--- src/hdl/cotst_pkg.sv ---
// Shared types, constants and tables of the circle collision tester.
`default_nettype none

package cotst_pkg;

    localparam int CORDIC_STEPS = 24;
    localparam int CNT_W        = 6;

    localparam int CFG_IDX_W = 3;
    localparam logic [CFG_IDX_W-1:0] REG_BOX_CX   = 3'd0;
    localparam logic [CFG_IDX_W-1:0] REG_BOX_CY   = 3'd1;
    localparam logic [CFG_IDX_W-1:0] REG_BOX_ANG  = 3'd2;
    localparam logic [CFG_IDX_W-1:0] REG_BOX_HW   = 3'd3;
    localparam logic [CFG_IDX_W-1:0] REG_BOX_HH   = 3'd4;
    localparam logic [CFG_IDX_W-1:0] REG_OWN_X    = 3'd5;
    localparam logic [CFG_IDX_W-1:0] REG_OWN_Y    = 3'd6;
    localparam logic [CFG_IDX_W-1:0] REG_OWN_R    = 3'd7;

    localparam logic ACT_CIRCLE = 1'b0;
    localparam logic ACT_BOX    = 1'b1;

    localparam logic [20:0] RAD_PER_UNIT_Q30 = 21'd1171271;
    localparam logic [23:0] GAIN_Q24         = 24'd10188014;

    localparam int MUL_A_W   = 41;
    localparam int MUL_B_W   = 33;
    localparam int MUL_P_W   = MUL_A_W + MUL_B_W;
    localparam int MUL_CNT_W = 6;

    localparam int DIV_N_W   = 62;
    localparam int DIV_D_W   = 31;
    localparam int DIV_CNT_W = 6;

    typedef enum logic [4:0] {
        S_IDLE, S_PREP, S_C0_CHK, S_C0_A, S_C0_B, S_C0_R,
        S_ANGLE, S_ROT, S_GAIN_X, S_GAIN_Y, S_CLAMP, S_BOX_CHK,
        S_SQ_X, S_SQ_Y, S_SQRT, S_SQRT_CMP,
        S_NUM_X, S_DIV_X, S_NUM_Y, S_DIV_Y, S_FINISH
    } t_state;

    // Arctangent of 2^-i in Q30 radians.
    function automatic logic [29:0] atan_q30(input logic [4:0] idx);
        logic [29:0] v;
        case (idx)
            5'd0:  v = 30'h3243F6A8;
            5'd1:  v = 30'h1DAC6705;
            5'd2:  v = 30'h0FADBAFC;
            5'd3:  v = 30'h07F56EA6;
            5'd4:  v = 30'h03FEAB76;
            5'd5:  v = 30'h01FFD55B;
            5'd6:  v = 30'h00FFFAAA;
            5'd7:  v = 30'h007FFF55;
            5'd8:  v = 30'h003FFFEA;
            5'd9:  v = 30'h001FFFFD;
            5'd10: v = 30'h000FFFFF;
            5'd11: v = 30'h0007FFFF;
            5'd12: v = 30'h0003FFFF;
            5'd13: v = 30'h0001FFFF;
            5'd14: v = 30'h0000FFFF;
            5'd15: v = 30'h00007FFF;
            5'd16: v = 30'h00003FFF;
            5'd17: v = 30'h00001FFF;
            5'd18: v = 30'h00000FFF;
            5'd19: v = 30'h000007FF;
            5'd20: v = 30'h000003FF;
            5'd21: v = 30'h000001FF;
            5'd22: v = 30'h000000FF;
            5'd23: v = 30'h0000007F;
            5'd24: v = 30'h0000003F;
            5'd25: v = 30'h0000001F;
            5'd26: v = 30'h0000000F;
            5'd27: v = 30'h00000008;
            5'd28: v = 30'h00000004;
            5'd29: v = 30'h00000002;
            5'd30: v = 30'h00000001;
            default: v = 30'h00000000;
        endcase
        return v;
    endfunction

endpackage

`default_nettype wire

--- src/hdl/cotst_div.sv ---
// Restoring divider: one quotient bit per cycle, unsigned.
`default_nettype none

module cotst_div (
    input  logic                           i_clk,
    input  logic                           i_rst_n,
    input  logic                           i_start,
    input  logic [cotst_pkg::DIV_N_W-1:0]  i_num,
    input  logic [cotst_pkg::DIV_D_W-1:0]  i_den,
    output logic                           o_done,
    output logic [cotst_pkg::DIV_N_W-1:0]  o_quot
);
    import cotst_pkg::*;

    logic                   r_busy;
    logic                   r_done;
    logic [DIV_CNT_W-1:0]   r_cnt;
    logic [DIV_D_W-1:0]     r_rem;
    logic [DIV_D_W-1:0]     r_den;
    logic [DIV_N_W-1:0]     r_q;
    logic [DIV_D_W:0]       w_trial;
    logic                   w_fit;

    assign w_trial = {r_rem, r_q[DIV_N_W-1]};
    assign w_fit   = (w_trial >= {1'b0, r_den});

    always_ff @(posedge i_clk) begin
        if (!i_rst_n) begin
            r_busy <= 1'b0;
            r_done <= 1'b0;
            r_cnt  <= '0;
        end else begin
            r_done <= 1'b0;
            if (i_start) begin
                r_busy <= 1'b1;
                r_cnt  <= '0;
            end else if (r_busy) begin
                r_cnt <= r_cnt + 1'b1;
                if (r_cnt == DIV_CNT_W'(DIV_N_W - 1)) begin
                    r_busy <= 1'b0;
                    r_done <= 1'b1;
                end
            end
        end
    end

    always_ff @(posedge i_clk) begin
        if (i_start) begin
            r_rem <= '0;
            r_den <= i_den;
            r_q   <= i_num;
        end else if (r_busy) begin
            r_rem <= w_fit ? DIV_D_W'(w_trial - {1'b0, r_den}) : w_trial[DIV_D_W-1:0];
            r_q   <= {r_q[DIV_N_W-2:0], w_fit};
        end
    end

    assign o_done = r_done;
    assign o_quot = r_q;

endmodule

`default_nettype wire

--- config.mk ---
export PLATFORM = sky130hd
export DESIGN_NAME = cotst_div
export DESIGN_NICKNAME = d
export VERILOG_FILES = /design/src/hdl/cotst_pkg.sv /design/src/hdl/cotst_div.sv
export SDC_FILE = /design/constraint.sdc
export NUM_CORES = 1
export LEC_CHECK = 0
export BUFFER_PORTS_ARGS = -buffer_cell sky130_fd_sc_hd__buf_2
export CAP_MARGIN = 20
export CORE_AREA = 2 2 123 125
export DETAILED_ROUTE_END_ITERATION = 8
export DIE_AREA = 0 0 125 127
export MAX_ROUTING_LAYER = met4
export PLACE_DENSITY = 0.75
export SLEW_MARGIN = 15
export SYNTH_ARGS = -nofsm -noshare
export SYNTH_HDL_FRONTEND = slang
export SYNTH_SLANG_ARGS = --single-unit
--- constraint.sdc ---
create_clock -name i_clk -period 2.6 [get_ports i_clk]
set_input_delay 0.39 -clock i_clk [delete_from_list [all_inputs] [get_ports i_clk]]
set_output_delay 0.39 -clock i_clk [all_outputs]
set_load 0.01 [all_outputs]
==> impl_metrics.ini <==
[logic_synthesis]
async_flop_share_pct = 0
synth_edf_count = 93
synth_top_cell_area_share_pct = 39.6
yosys.area.top_type = edfxtp_1
synth_area_per_cell_sq_um = 10.9
syn_area_sq_mm = 0.00705
synth_cell_types = 61
synth_area_leaders = edfxtp_1 (40%), dfxtp_1 (11%), mux2_2 (10%), ha_1 (5.9%), a21oi_1 (3.1%)
syn_inst = 644
ys_warn_count = 0
synth_nets = 774
yosysSeqAreaShare_pct = 50.7
synthFlopType = edfxtp_1
synth-seq-cells = 132

[power]
vdd_ir_drop_max_uv = 493
p_leak_nw = 4.02
p_comb_share_pct = 21.1
clkPwrFrac_pct = 36.7
p_sw_mw = 1.74
switching_share_pct = 28.7
p_int_mw = 4.32
p_seq_share_pct = 42.2
p_per_area_mw_per_mm2 = 633

[sta]
rsz0062_at_grt = true
skew_ns = 0.00807
finalSetupViolCount = 18
fin_hold_ws_ns = 0.140
tightest_slew_ns = 0.665
maxSlewViolCount = 0
finalHoldViolCount = 0
period_share_pct = 107
fin_crit_ns = 2.79
timing.fmax_mhz = 358
slew_headroom_pct = 55.5
setup_slack_ns = -0.192

[critical_path]
reg2regPathDepth = 12
cp.required_ns = 2.91
r2r_slack_ns = -0.19
critPathKind = reg2reg
worstPathArrival_ns = 3.10
cp_max_fo = 3
reg2reg_from = r_den[0]$_DFFE_PP_
setup.worst_path.end_class = flip-flop
start_kind = flip-flop
timing.rr.end = r_rem[30]$_SDFFE_PP0P_

[cts]
clockBufferDepth = 2
cts_buffers = 17
cts.clk_slew.worst_paths_ns = 0.06
root_buffer = clkbuf_16
tritoncts = done
cts_sinks = 132
clock_latency_ns = 0.42
htreeDepth = 4

[layout]
utilization_pct = 66.4
layout.nets = 1002
fin_area_sq_mm = 0.00957
seq_area_sq_mm = 0.00357
multi_input_area_sq_mm = 0.00357
drive_gt1_share_pct = 46.3
fillers = 1138
syn2layout_area_growth_pct = 35.8

[drt]
viasPerCell = 5.63
drt_iter0_drc = 470
wire_per_inst_um = 18.2
vias = 6027
ant_nets = 0
drc = 0
wl_mm = 19.5
dr.pass1.iters = 5

[min_path]
hp-class = in2reg
min_from = i_den[7]
min_path_cells = 1
hold_end = r_den[7]$_DFFE_PP_

[floorplan]
start_util_pct = 48.9
die_h_um = 127
num_rows = 44
pin_count = 159
die_area_sq_mm = 0.0159
chipWidth_um = 125
core_sq_mm = 0.0144

[placement]
port_buffers = 158
dpl-instance-area_sq_mm = 0.00852
pre_cts_slack_ns = -0.127
hpwl_mm = 13.8
finalWeightedCongestion = 0.928

[run_status]
status = complete, but fails checks
violations = negative setup slack

[global_route]
grt_max_degree = 72
grt_pass1_wl_mm = 30.1
gr-usage-all-layers_pct = 24.5
antenna_found_initial = 1
first_global_vias = 6093
grt_overflow = 0

[flow_run]
cap_violations = 0
-- timing repair --
action                                  CTS  global route
gates cloned                              0             1
endpoints found under the setup margin   27            32
gates resized for setup                  12            81
endpoints found under the hold margin     0             0
hold buffers                              0             0
setup buffers                             0             9
pin swaps                                 3            15
-- cell usage in the layout (no fill, tap or decap), types with 15 or more instances in the layout --
master	Yosys	final
edfxtp_1	93	93
xnor2_1	15	15
buf_4	1	72
ha_1	33	24
nor2_1	46	42
dfxtp_1	39	39
a21oi_1	44	33
clkbuf_16	0	18
mux2_2	63	63
o21ai_0	31	20
inv_1	42	37
nand2_1	45	41
buf_2	8	157
-- worst max-delay path by stage --
stage	to	cells past startpoint	startpoint
after floorplan	r_rem[27]$_SDFFE_PP0P_	9	r_den[6]$_DFFE_PP_
after global placement	r_rem[30]$_SDFFE_PP0P_	11	r_den[14]$_DFFE_PP_
after detailed placement	r_rem[27]$_SDFFE_PP0P_	11	o_quot[61]$_DFFE_PP_
after CTS	r_rem[27]$_SDFFE_PP0P_	10	r_den[0]$_DFFE_PP_
after global routing	r_rem[30]$_SDFFE_PP0P_	12	r_den[8]$_DFFE_PP_
final	r_rem[30]$_SDFFE_PP0P_	12	r_den[0]$_DFFE_PP_
-- per-layer routing --
layer / wire length [um] / GRT usage [%] / part of all wire (%)
met5: 0 / - / 0
met4: 425 / 8.04 / 2.2
met3: 1500 / 6.20 / 7.7
met2: 9500 / 39.6 / 49
met1: 8040 / 30.3 / 41
-- sequential cells by signal (all words and copies together) (netlist names) --
name,count
o_quot,62
r_den,31
r_rem,31
r_cnt,6
o_done,1
r_busy,1
-- cells in the mapped netlist (all sizes together) (11+ instances only) --
cell / count
edfxtp: 93
mux2: 63
nor2: 47
a21oi: 46
nand2: 45
inv: 42
dfxtp: 39
ha: 33
o21ai: 33
clkbuf: 20
xnor2: 15
a211oi: 14
nand4: 12
buf: 11
-- power by group through the flow --
| stage | logic, mW | clock network, mW | registers, mW |
|---|---|---|---|
| 2_1_floorplan | 0.618 | 0 | 2.63 |
| 3_3_place_gp | 1.11 | 0 | 2.58 |
| 3_5_place_dp | 1.14 | 0 | 2.59 |
| 4_1_cts | 1.16 | 2.26 | 2.55 |
| 5_1_grt | 1.39 | 2.34 | 2.58 |
| 6_report | 1.28 | 2.22 | 2.56 |
-- layout make-up --
type	count	area share (%)
multi-input cells	438	37.3
diodes	1	0.0261
clock buffers	19	4.63
flip-flops and latches	132	37.3
clock inverters	13	1.07
repair buffers	240	15.6
well taps	184	2.40
inverters	43	1.69
-- stage by stage --
stage | instances | total power, mW | setup TNS, ns
4_1_cts | 1058 | 5.97 | -0.0596
3_5_place_dp | 1026 | 3.73 | -0.717
6_report | 1070 | 6.06 | -1.16
5_1_grt | 1070 | 6.31 | -4.03
3_3_place_gp | 1026 | 3.70 | -0.0639
2_1_floorplan | 644 | 3.25 | 0
-- worst max-delay path: stages (launching register included) --
cell	delay, ns
edfxtp_1	0.43
ha_4	0.20
fa_2	0.36
nor2b_4	0.17
o31ai_4	0.08
a31o_4	0.24
buf_4	0.14
a311oi_2	0.29
buf_4	0.20
a311oi_1	0.11
xnor2_1	0.16
a221oi_2	0.23
nor2_1	0.06
-- cells by family (layout without fill, tap and decap cells) --
family	count (synthesis)	in the layout	share of synthesized area (%)
and+or+nand+nor	158	158	10.6
AOI/OAI and AO/OA	155	155	14.6
DFF	132	132	50.7
buffers and inverters	74	315	4.35
muxes	66	66	10.5
adders and majority gates	34	34	6.14
xor gates and xnor gates	25	25	3.11
other	0	1	0
No activity file was read; power rests on OpenSTA's default activity.
